`src/rtl/core/ldp_qdiv.sv`:
```
// ----------------------------------------------------------------------------
// ldp_qdiv
// Pipelined restoring fraction divider, one quotient bit per stage,
// saturating at 1.0.
// ----------------------------------------------------------------------------
module ldp_qdiv #(
    parameter int WIDTH = 40,
    parameter int FRAC  = 16
) (
    input  logic             i_clk,
    input  logic             i_en,
    input  logic [WIDTH-1:0] i_num,
    input  logic [WIDTH-1:0] i_den,
    output logic [FRAC:0]    o_q
);

    logic [WIDTH-1:0] r_rem [0:FRAC-1];
    logic [WIDTH-1:0] r_den [0:FRAC-1];
    logic [FRAC-1:0]  r_q   [0:FRAC];
    logic             r_sat [0:FRAC];

    logic [WIDTH-1:0] n_rem [1:FRAC-1];
    logic             n_ge  [1:FRAC];

    always_comb begin
        logic [WIDTH:0] t;
        t = '0;
        for (int i = 1; i <= FRAC; i++) begin
            t = {r_rem[i-1], 1'b0};
            n_ge[i] = (t >= {1'b0, r_den[i-1]});
            if (i < FRAC) begin
                n_rem[i] = n_ge[i] ? WIDTH'(t - {1'b0, r_den[i-1]}) : t[WIDTH-1:0];
            end
        end
    end

    always_ff @(posedge i_clk) begin
        if (i_en) begin
            r_rem[0] <= i_num;
            r_den[0] <= i_den;
            r_q[0]   <= '0;
            r_sat[0] <= (i_den == '0) || (i_num >= i_den);
            for (int i = 1; i <= FRAC; i++) begin
                if (i < FRAC) begin
                    r_rem[i] <= n_rem[i];
                    r_den[i] <= r_den[i-1];
                end
                r_q[i]   <= {r_q[i-1][FRAC-2:0], n_ge[i]};
                r_sat[i] <= r_sat[i-1];
            end
        end
    end

    assign o_q = r_sat[FRAC] ? {1'b1, {FRAC{1'b0}}} : {1'b0, r_q[FRAC]};

endmodule

```
`config.mk`:
```
export PLATFORM = sky130hd
export DESIGN_NAME = ldp_qdiv
export DESIGN_NICKNAME = d
export VERILOG_FILES = /design/src/rtl/core/ldp_qdiv.sv
export SDC_FILE = /design/constraint.sdc
export NUM_CORES = 2
export LEC_CHECK = 0
export BUFFER_PORTS_ARGS = -buffer_cell sky130_fd_sc_hd__buf_2
export CORE_ASPECT_RATIO = 1.25
export CORE_MARGIN = 2
export CORE_UTILIZATION = 58
export DETAILED_ROUTE_END_ITERATION = 10
export PLACE_DENSITY = 0.8
export SLEW_MARGIN = 20
export SYNTH_ARGS = -nofsm -noshare
export SYNTH_HDL_FRONTEND = slang
export SYNTH_SLANG_ARGS = --single-unit
```
`constraint.sdc`:
```
create_clock -name i_clk -period 3.4 [get_ports i_clk]
set_input_delay 0.34 -clock i_clk [delete_from_list [all_inputs] [get_ports i_clk]]
set_output_delay 0.34 -clock i_clk [all_outputs]
set_load 0.01 [all_outputs]
```
==> impl_metrics.prom, run 1 <==
# TYPE chip_impl_metric gauge
chip_impl_metric{name="io_pins",unit=""} 99
chip_impl_metric{name="post_dp_hpwl",unit="microns"} 201400
chip_impl_metric{name="syn_nets",unit=""} 8811
chip_impl_metric{name="ctsLongestPathBuffers",unit=""} 3
chip_impl_info{name="main_combinational_cell_family_by_area_after_synthesis",value="compound AO/OA/AOI/OAI gates"} 1
chip_impl_info{name="synthMostInstantiatedCell",value="sky130_fd_sc_hd__edfxtp_1"} 1
chip_impl_metric{name="grt_start_max_net_pins",unit=""} 101
chip_impl_metric{name="synth_top_cell_area_share",unit="%"} 49.82
chip_impl_metric{name="number_of_sinks_driven_by_the_clock_tree",unit=""} 1433
chip_impl_metric{name="floorplan.initialDensity",unit="%"} 58.33
chip_impl_info{name="post-synth-top-area-cell",value="sky130_fd_sc_hd__edfxtp_1"} 1
chip_impl_info{name="timing.repair.worst_endpoint_type",value="sequential cell input"} 1
chip_impl_info{name="stop_stage",value="5_1_grt"} 1
chip_impl_metric{name="port_buffers",unit=""} 98
chip_impl_info{name="error_line",value="[ERROR GRT-0232] Routing congestion too high. Check the congestion heatmap in the GUI."} 1
chip_impl_metric{name="synth-seq-cells",unit=""} 1433
chip_impl_metric{name="synth_enable_flop_cells",unit=""} 1433
chip_impl_metric{name="rows",unit=""} 158
chip_impl_metric{name="gp_congestion",unit=""} 0.9701
chip_impl_info{name="synth_top_cells_by_count",value="sky130_fd_sc_hd__edfxtp_1, sky130_fd_sc_hd__inv_1, sky130_fd_sc_hd__a21oi_1"} 1
chip_impl_metric{name="synth.mux.area_fraction",unit="%"} 3.809
chip_impl_info{name="run_status",value="aborted with a tool error"} 1
chip_impl_info{name="synthFlopType",value="sky130_fd_sc_hd__edfxtp_1"} 1
chip_impl_metric{name="grtUsageTotal",unit="%"} 50.71
chip_impl_metric{name="synth_cell_types",unit=""} 102
chip_impl_metric{name="compound_cell_area_share_of_the_yosys_netlist",unit="%"} 16.08
chip_impl_metric{name="h-tree-depth",unit=""} 4
chip_impl_metric{name="grt.overflow.total",unit=""} 302
chip_impl_metric{name="yosysSeqAreaShare",unit="%"} 49.82
chip_impl_metric{name="yosys.area_share.xor_xnor",unit="%"} 5.091
chip_impl_info{name="yosys-top-cells-area",value="sky130_fd_sc_hd__edfxtp_1, sky130_fd_sc_hd__ha_1, sky130_fd_sc_hd__a21oi_1"} 1
chip_impl_metric{name="postSynthCellCount",unit=""} 8035
chip_impl_metric{name="die_y",unit="microns"} 435.4
chip_impl_metric{name="die_x",unit="microns"} 349.2
chip_impl_metric{name="synth_simple_gate_area_share",unit="%"} 10.06
chip_impl_metric{name="ys_async_sr_fraction",unit="%"} 0
chip_impl_metric{name="mappedNetlistArea",unit="sq mm"} 0.08637
chip_impl_info{name="endpoint_with_the_least_setup_slack_after_the_last_repair",value="r_rem[1][137]$_DFFE_PP_/D"} 1
chip_impl_metric{name="cts_made_buffers",unit=""} 149
chip_impl_metric{name="synth-adder-area-share",unit="%"} 10.18
chip_impl_info{name="cts_root_buf",value="sky130_fd_sc_hd__clkbuf_16"} 1
chip_impl_metric{name="ys_warn_count",unit=""} 0
chip_impl_metric{name="average_instance_area_after_synthesis",unit="sq um"} 10.75
## repair_timing
action / in CTS
resized for setup: 398
endpoints found under the hold margin: 101
pin swaps: 96
endpoints found under the setup margin: 584
gates cloned: 16
hold buffers: 81
setup buffers: 93
## routing by layer
metal,GRT overflow,global-route usage [%]
met1,2,42.38
met2,178,81.75
met3,2,24.66
met4,120,54.89
met5,0,9.694
## metrics by stage
step | utilization (%) | setup slack [ns] | TNS [ns] | instances | instance area (sq um)
CTS | 73.42 | -0.3565 | -66.58 | 11760 | 108700
floorplan | - | 0.07034 | 0 | 8035 | 86370
detailed placement | 67.64 | -0.5054 | -140.33 | 11310 | 100200
global placement | 67.64 | -0.4567 | -97.18 | 11310 | 100200
## kinds of logic after synthesis
logic type | Yosys count
multiplexers | 289
XOR/XNOR | 502
flip-flops | 1433
AND/OR/NAND/NOR | 1832
AO/OA/AOI/OAI | 2195
adder cells (fa/ha/maj) | 694
buffers and inverters | 1090
==> inputs of run 2 (changes only) <==
--- a/config.mk
+++ b/config.mk
@@ -6,11 +6,10 @@
 export NUM_CORES = 2
 export LEC_CHECK = 0
 export BUFFER_PORTS_ARGS = -buffer_cell sky130_fd_sc_hd__buf_2
-export CORE_ASPECT_RATIO = 1.25
 export CORE_MARGIN = 2
-export CORE_UTILIZATION = 58
+export CORE_UTILIZATION = 40
 export DETAILED_ROUTE_END_ITERATION = 10
-export PLACE_DENSITY = 0.8
+export PLACE_DENSITY_LB_ADDON = 0.15
 export SLEW_MARGIN = 20
 export SYNTH_ARGS = -nofsm -noshare
 export SYNTH_HDL_FRONTEND = slang
==> constraint.sdc (replaced) <==
create_clock -name i_clk -period 4.4 [get_ports i_clk]
set_input_delay 0.44 -clock i_clk [delete_from_list [all_inputs] [get_ports i_clk]]
set_output_delay 0.44 -clock i_clk [all_outputs]
set_load 0.01 [all_outputs]
==> run 2 against run 1 <==
Compared with the run above:
- the flow now finishes without violations
- synthesized area is the same
- synthesized cell count is the same
==> impl_metrics.prom, run 2 <==
# TYPE chip_impl_metric gauge
chip_impl_info{name="run_status",value="complete, no violations"} 1
chip_impl_info{name="timing_worst_setup_path_type",value="reg -> reg"} 1
chip_impl_metric{name="cts_made_buffers",unit=""} 172
chip_impl_metric{name="layout.nets",unit=""} 9161
chip_impl_info{name="timing.critical_path.slowest_stage_cell",value="sky130_fd_sc_hd__ha_2"} 1
chip_impl_metric{name="mappedNetlistArea",unit="sq mm"} 0.08637
chip_impl_metric{name="floorplan.initialDensity",unit="%"} 40.24
chip_impl_metric{name="period_share",unit="%"} 93.99
chip_impl_info{name="hold_path_class",value="in -> reg"} 1
chip_impl_metric{name="cap_violations",unit=""} 0
chip_impl_metric{name="synth_top_cell_area_share",unit="%"} 49.82
chip_impl_info{name="endpoint_type_of_the_worst_setup_path",value="register"} 1
chip_impl_metric{name="postSynthCellCount",unit=""} 8035
chip_impl_metric{name="number_of_sinks_driven_by_the_clock_tree",unit=""} 1433
chip_impl_metric{name="synth-seq-cells",unit=""} 1433
chip_impl_metric{name="post_dp_hpwl",unit="microns"} 184100
chip_impl_metric{name="grtUsageTotal",unit="%"} 20.92
chip_impl_info{name="critical-path-top-delay-family",value="compound AO/OA/AOI/OAI gates"} 1
chip_impl_metric{name="final_antenna_net_count",unit=""} 0
chip_impl_metric{name="wire_per_inst",unit="microns"} 20.35
chip_impl_metric{name="p_leak",unit="nW"} 40.45
chip_impl_metric{name="ys_warn_count",unit=""} 0
chip_impl_metric{name="tightestPinTransition",unit="ns"} 1.096
chip_impl_metric{name="max-vdd-ir-drop",unit="uV"} 450.6
chip_impl_info{name="crit_path_cell_trace",value="inv_1 > ha_2 > o21ai_0 > nor3_1 > o21ai_0 > a31oi_2 > a21oi_1 > o211ai_1 > and3_1 > a2bb2oi_4 > buf_12 > inv_1 > buf_4 > o31ai_1"} 1
chip_impl_metric{name="post-route-drc-count",unit=""} 0
chip_impl_metric{name="slew_headroom",unit="%"} 26.27
chip_impl_metric{name="area_growth",unit="%"} 13.73
chip_impl_info{name="grt_setup_unrepaired",value="no"} 1
chip_impl_metric{name="cts.repair_timing.setup_buffer_count",unit=""} 0
chip_impl_metric{name="fmax",unit="GHz"} 0.2418
chip_impl_info{name="synthMostInstantiatedCell",value="sky130_fd_sc_hd__edfxtp_1"} 1
chip_impl_info{name="tritoncts",value="yes"} 1
chip_impl_metric{name="count_of_buffer_and_inverter_cells_on_the_critical_path",unit=""} 4
chip_impl_metric{name="dr.first_iter.drc_count",unit=""} 3090
chip_impl_info{name="yosys-top-cells-area",value="sky130_fd_sc_hd__edfxtp_1, sky130_fd_sc_hd__ha_1, sky130_fd_sc_hd__a21oi_1"} 1
chip_impl_metric{name="gp_congestion",unit=""} 0.9649
chip_impl_metric{name="ys_async_sr_fraction",unit="%"} 0
chip_impl_metric{name="critPathMaxStageDelay",unit="ns"} 0.54
chip_impl_metric{name="report.final.hold_viol_count",unit=""} 0
chip_impl_metric{name="worst_r2r_path_cells",unit=""} 14
chip_impl_metric{name="grt_antenna_before_repair",unit=""} 3
chip_impl_metric{name="total_power",unit="mW"} 73.16
chip_impl_metric{name="final_critical_path_required_period",unit="ns"} 4.136
chip_impl_metric{name="port_buffers",unit=""} 98
chip_impl_metric{name="final_critical_path_setup_slack",unit="ns"} 0.2644
chip_impl_metric{name="vias_per_inst",unit=""} 5.320
chip_impl_metric{name="tightest_hold_margin",unit="ns"} 0.1016
chip_impl_metric{name="pwr_dens",unit="mW/mm^2"} 744.8
chip_impl_metric{name="grt_first_pass_wirelength",unit="microns"} 353800
chip_impl_info{name="synthFlopType",value="sky130_fd_sc_hd__edfxtp_1"} 1
chip_impl_info{name="synth_top_cells_by_count",value="sky130_fd_sc_hd__edfxtp_1, sky130_fd_sc_hd__inv_1, sky130_fd_sc_hd__a21oi_1"} 1
chip_impl_metric{name="ctsLongestPathBuffers",unit=""} 3
chip_impl_metric{name="final_layout_size_suffix_gt1_share",unit="%"} 10.24
chip_impl_info{name="post-synth-top-area-cell",value="sky130_fd_sc_hd__edfxtp_1"} 1
chip_impl_metric{name="grt_pass1_vias",unit=""} 63290
chip_impl_metric{name="tns",unit="ns"} 0
chip_impl_metric{name="fp.dieArea",unit="sq mm"} 0.2197
chip_impl_metric{name="whs_path_depth",unit=""} 1
chip_impl_metric{name="syn_nets",unit=""} 8811
chip_impl_metric{name="setup_viol",unit=""} 0
chip_impl_metric{name="first_pass_iteration_count_of_the_detailed_router",unit=""} 5
chip_impl_metric{name="arrival",unit="ns"} 4.73
chip_impl_metric{name="synth_cell_types",unit=""} 102
chip_impl_metric{name="post-place-ws",unit="ns"} -0.02602
chip_impl_metric{name="die_x",unit="microns"} 468.7
chip_impl_info{name="commonest_cells_after_routing_fill_and_taps_aside",value="sky130_fd_sc_hd__edfxtp_1, sky130_fd_sc_hd__inv_1, sky130_fd_sc_hd__a21oi_1, sky130_fd_sc_hd__ha_1, sky130_fd_sc_hd__nor2_1"} 1
chip_impl_metric{name="fp.coreArea",unit="sq mm"} 0.2146
chip_impl_metric{name="clk_pin_slew_worst_setup_hold_paths",unit="ns"} 0.06
chip_impl_metric{name="worst_ep_required",unit="ns"} 5.00
chip_impl_metric{name="grt_start_max_net_pins",unit=""} 108
chip_impl_metric{name="grt.overflow.total",unit=""} 0
chip_impl_metric{name="h-tree-depth",unit=""} 4
chip_impl_metric{name="average_instance_area_after_synthesis",unit="sq um"} 10.75
chip_impl_metric{name="ff2ff_setup_slack",unit="ns"} 0.26
chip_impl_metric{name="crit_path_max_fanout",unit=""} 27
chip_impl_metric{name="drv_slew",unit=""} 0
chip_impl_metric{name="io_pins",unit=""} 99
chip_impl_metric{name="skew",unit="ns"} 0.02571
chip_impl_metric{name="die_y",unit="microns"} 468.7
chip_impl_metric{name="timing.critical_path.depth",unit=""} 14
chip_impl_metric{name="worstSkewPairLatency",unit="ns"} 0.81
chip_impl_metric{name="wl",unit="microns"} 231200
chip_impl_metric{name="rows",unit=""} 170
chip_impl_info{name="cts_root_buf",value="sky130_fd_sc_hd__clkbuf_16"} 1
chip_impl_info{name="critical_path.startpoint_type",value="register"} 1
chip_impl_info{name="largest_registers",value="r_den (640), r_rem (640), r_q (136)"} 1
chip_impl_metric{name="synth_enable_flop_cells",unit=""} 1433
chip_impl_metric{name="yosysSeqAreaShare",unit="%"} 49.82
chip_impl_info{name="final_common_cell",value="sky130_fd_sc_hd__edfxtp_1"} 1
chip_impl_metric{name="via_count",unit=""} 60450
chip_impl_metric{name="post-route-util",unit="%"} 45.77
run 2: cell counts after synthesis:
No cell type changed its count.
run 2: cell type report:
cell class                 count  area, sq um
multi-input combinational   5512        39190
clock inverter               105         1126
tap                         2838         3551
fill                       19640       116400
sequential                  1433        43030
clock buffer                 207         4499
antenna                        1        2.502
inverter                     828         3108
timing repair buffer         438         3721
run 2: stage by stage:
step | cell area (sq um) | std cells
6_report | 98230 | 11360
4_1_cts | 98220 | 11360
3_5_place_dp | 91790 | 10970
2_1_floorplan | 86370 | 8035
5_1_grt | 98230 | 11360
3_3_place_gp | 91790 | 10970
run 2: worst reg2reg max path, cell delays in order, from the launching register on:
cell	delay, ns
sky130_fd_sc_hd__edfxtp_1	0.40
sky130_fd_sc_hd__inv_1	0.06
sky130_fd_sc_hd__ha_2	0.54
sky130_fd_sc_hd__o21ai_0	0.20
sky130_fd_sc_hd__nor3_1	0.20
sky130_fd_sc_hd__o21ai_0	0.26
sky130_fd_sc_hd__a31oi_2	0.37
sky130_fd_sc_hd__a21oi_1	0.24
sky130_fd_sc_hd__o211ai_1	0.39
sky130_fd_sc_hd__and3_1	0.33
sky130_fd_sc_hd__a2bb2oi_4	0.19
sky130_fd_sc_hd__buf_12	0.20
sky130_fd_sc_hd__inv_1	0.11
sky130_fd_sc_hd__buf_4	0.17
sky130_fd_sc_hd__o31ai_1	0.28
run 2: power breakdown:
part | switching, mW | internal, mW | total, mW
Clock | 5.68 | 8.50 | 14.2
Combinational | 20.8 | 15.7 | 36.5
Sequential | 1.95 | 20.5 | 22.4
run 2: path summary, 6_finish.rpt:
kind / from / to
hold reg to reg: r_sat[0][14]$_DFFE_PP_ / r_sat[0][15]$_DFFE_PP_
hold / removal: i_en / r_den[0][37]$_DFFE_PP_
setup / recovery: r_den[0][45]$_DFFE_PP_ / r_rem[0][83]$_DFFE_PP_
setup reg to reg: r_den[0][45]$_DFFE_PP_ / r_rem[0][83]$_DFFE_PP_
run 2: logic make-up (layout without fill, tap and decap cells):
| logic type | count (synthesis) | count (layout) | share of synthesized area (%) |
|---|---|---|---|
| compound gates | 2195 | 2195 | 16.08 |
| xor+xnor | 502 | 502 | 5.091 |
| fa+ha+maj | 694 | 694 | 10.18 |
| buf+inv | 1090 | 1578 | 4.949 |
| flops | 1433 | 1433 | 49.82 |
| mux | 289 | 289 | 3.809 |
| other cells | 0 | 1 | 0 |
| simple gates | 1832 | 1832 | 10.06 |
run 2: what timing repair did:
item	CTS	global route
endpoints found under the setup margin	11	8
resized for setup	1	2
pin swaps	0	0
hold endpoints to repair	80	0
hold buffers	80	0
run 2: layer usage:
| layer | share of wire (%) | wire length, microns | track usage, % |
|---|---|---|---|
| met4 | 8.1 | 18710 | 15.12 |
| met3 | 2.3 | 5275 | 2.362 |
| met1 | 33 | 77100 | 18.50 |
| met5 | 0 | 0 | 0 |
| met2 | 56 | 130100 | 42.63 |
(Power assumes the default switching activity.)
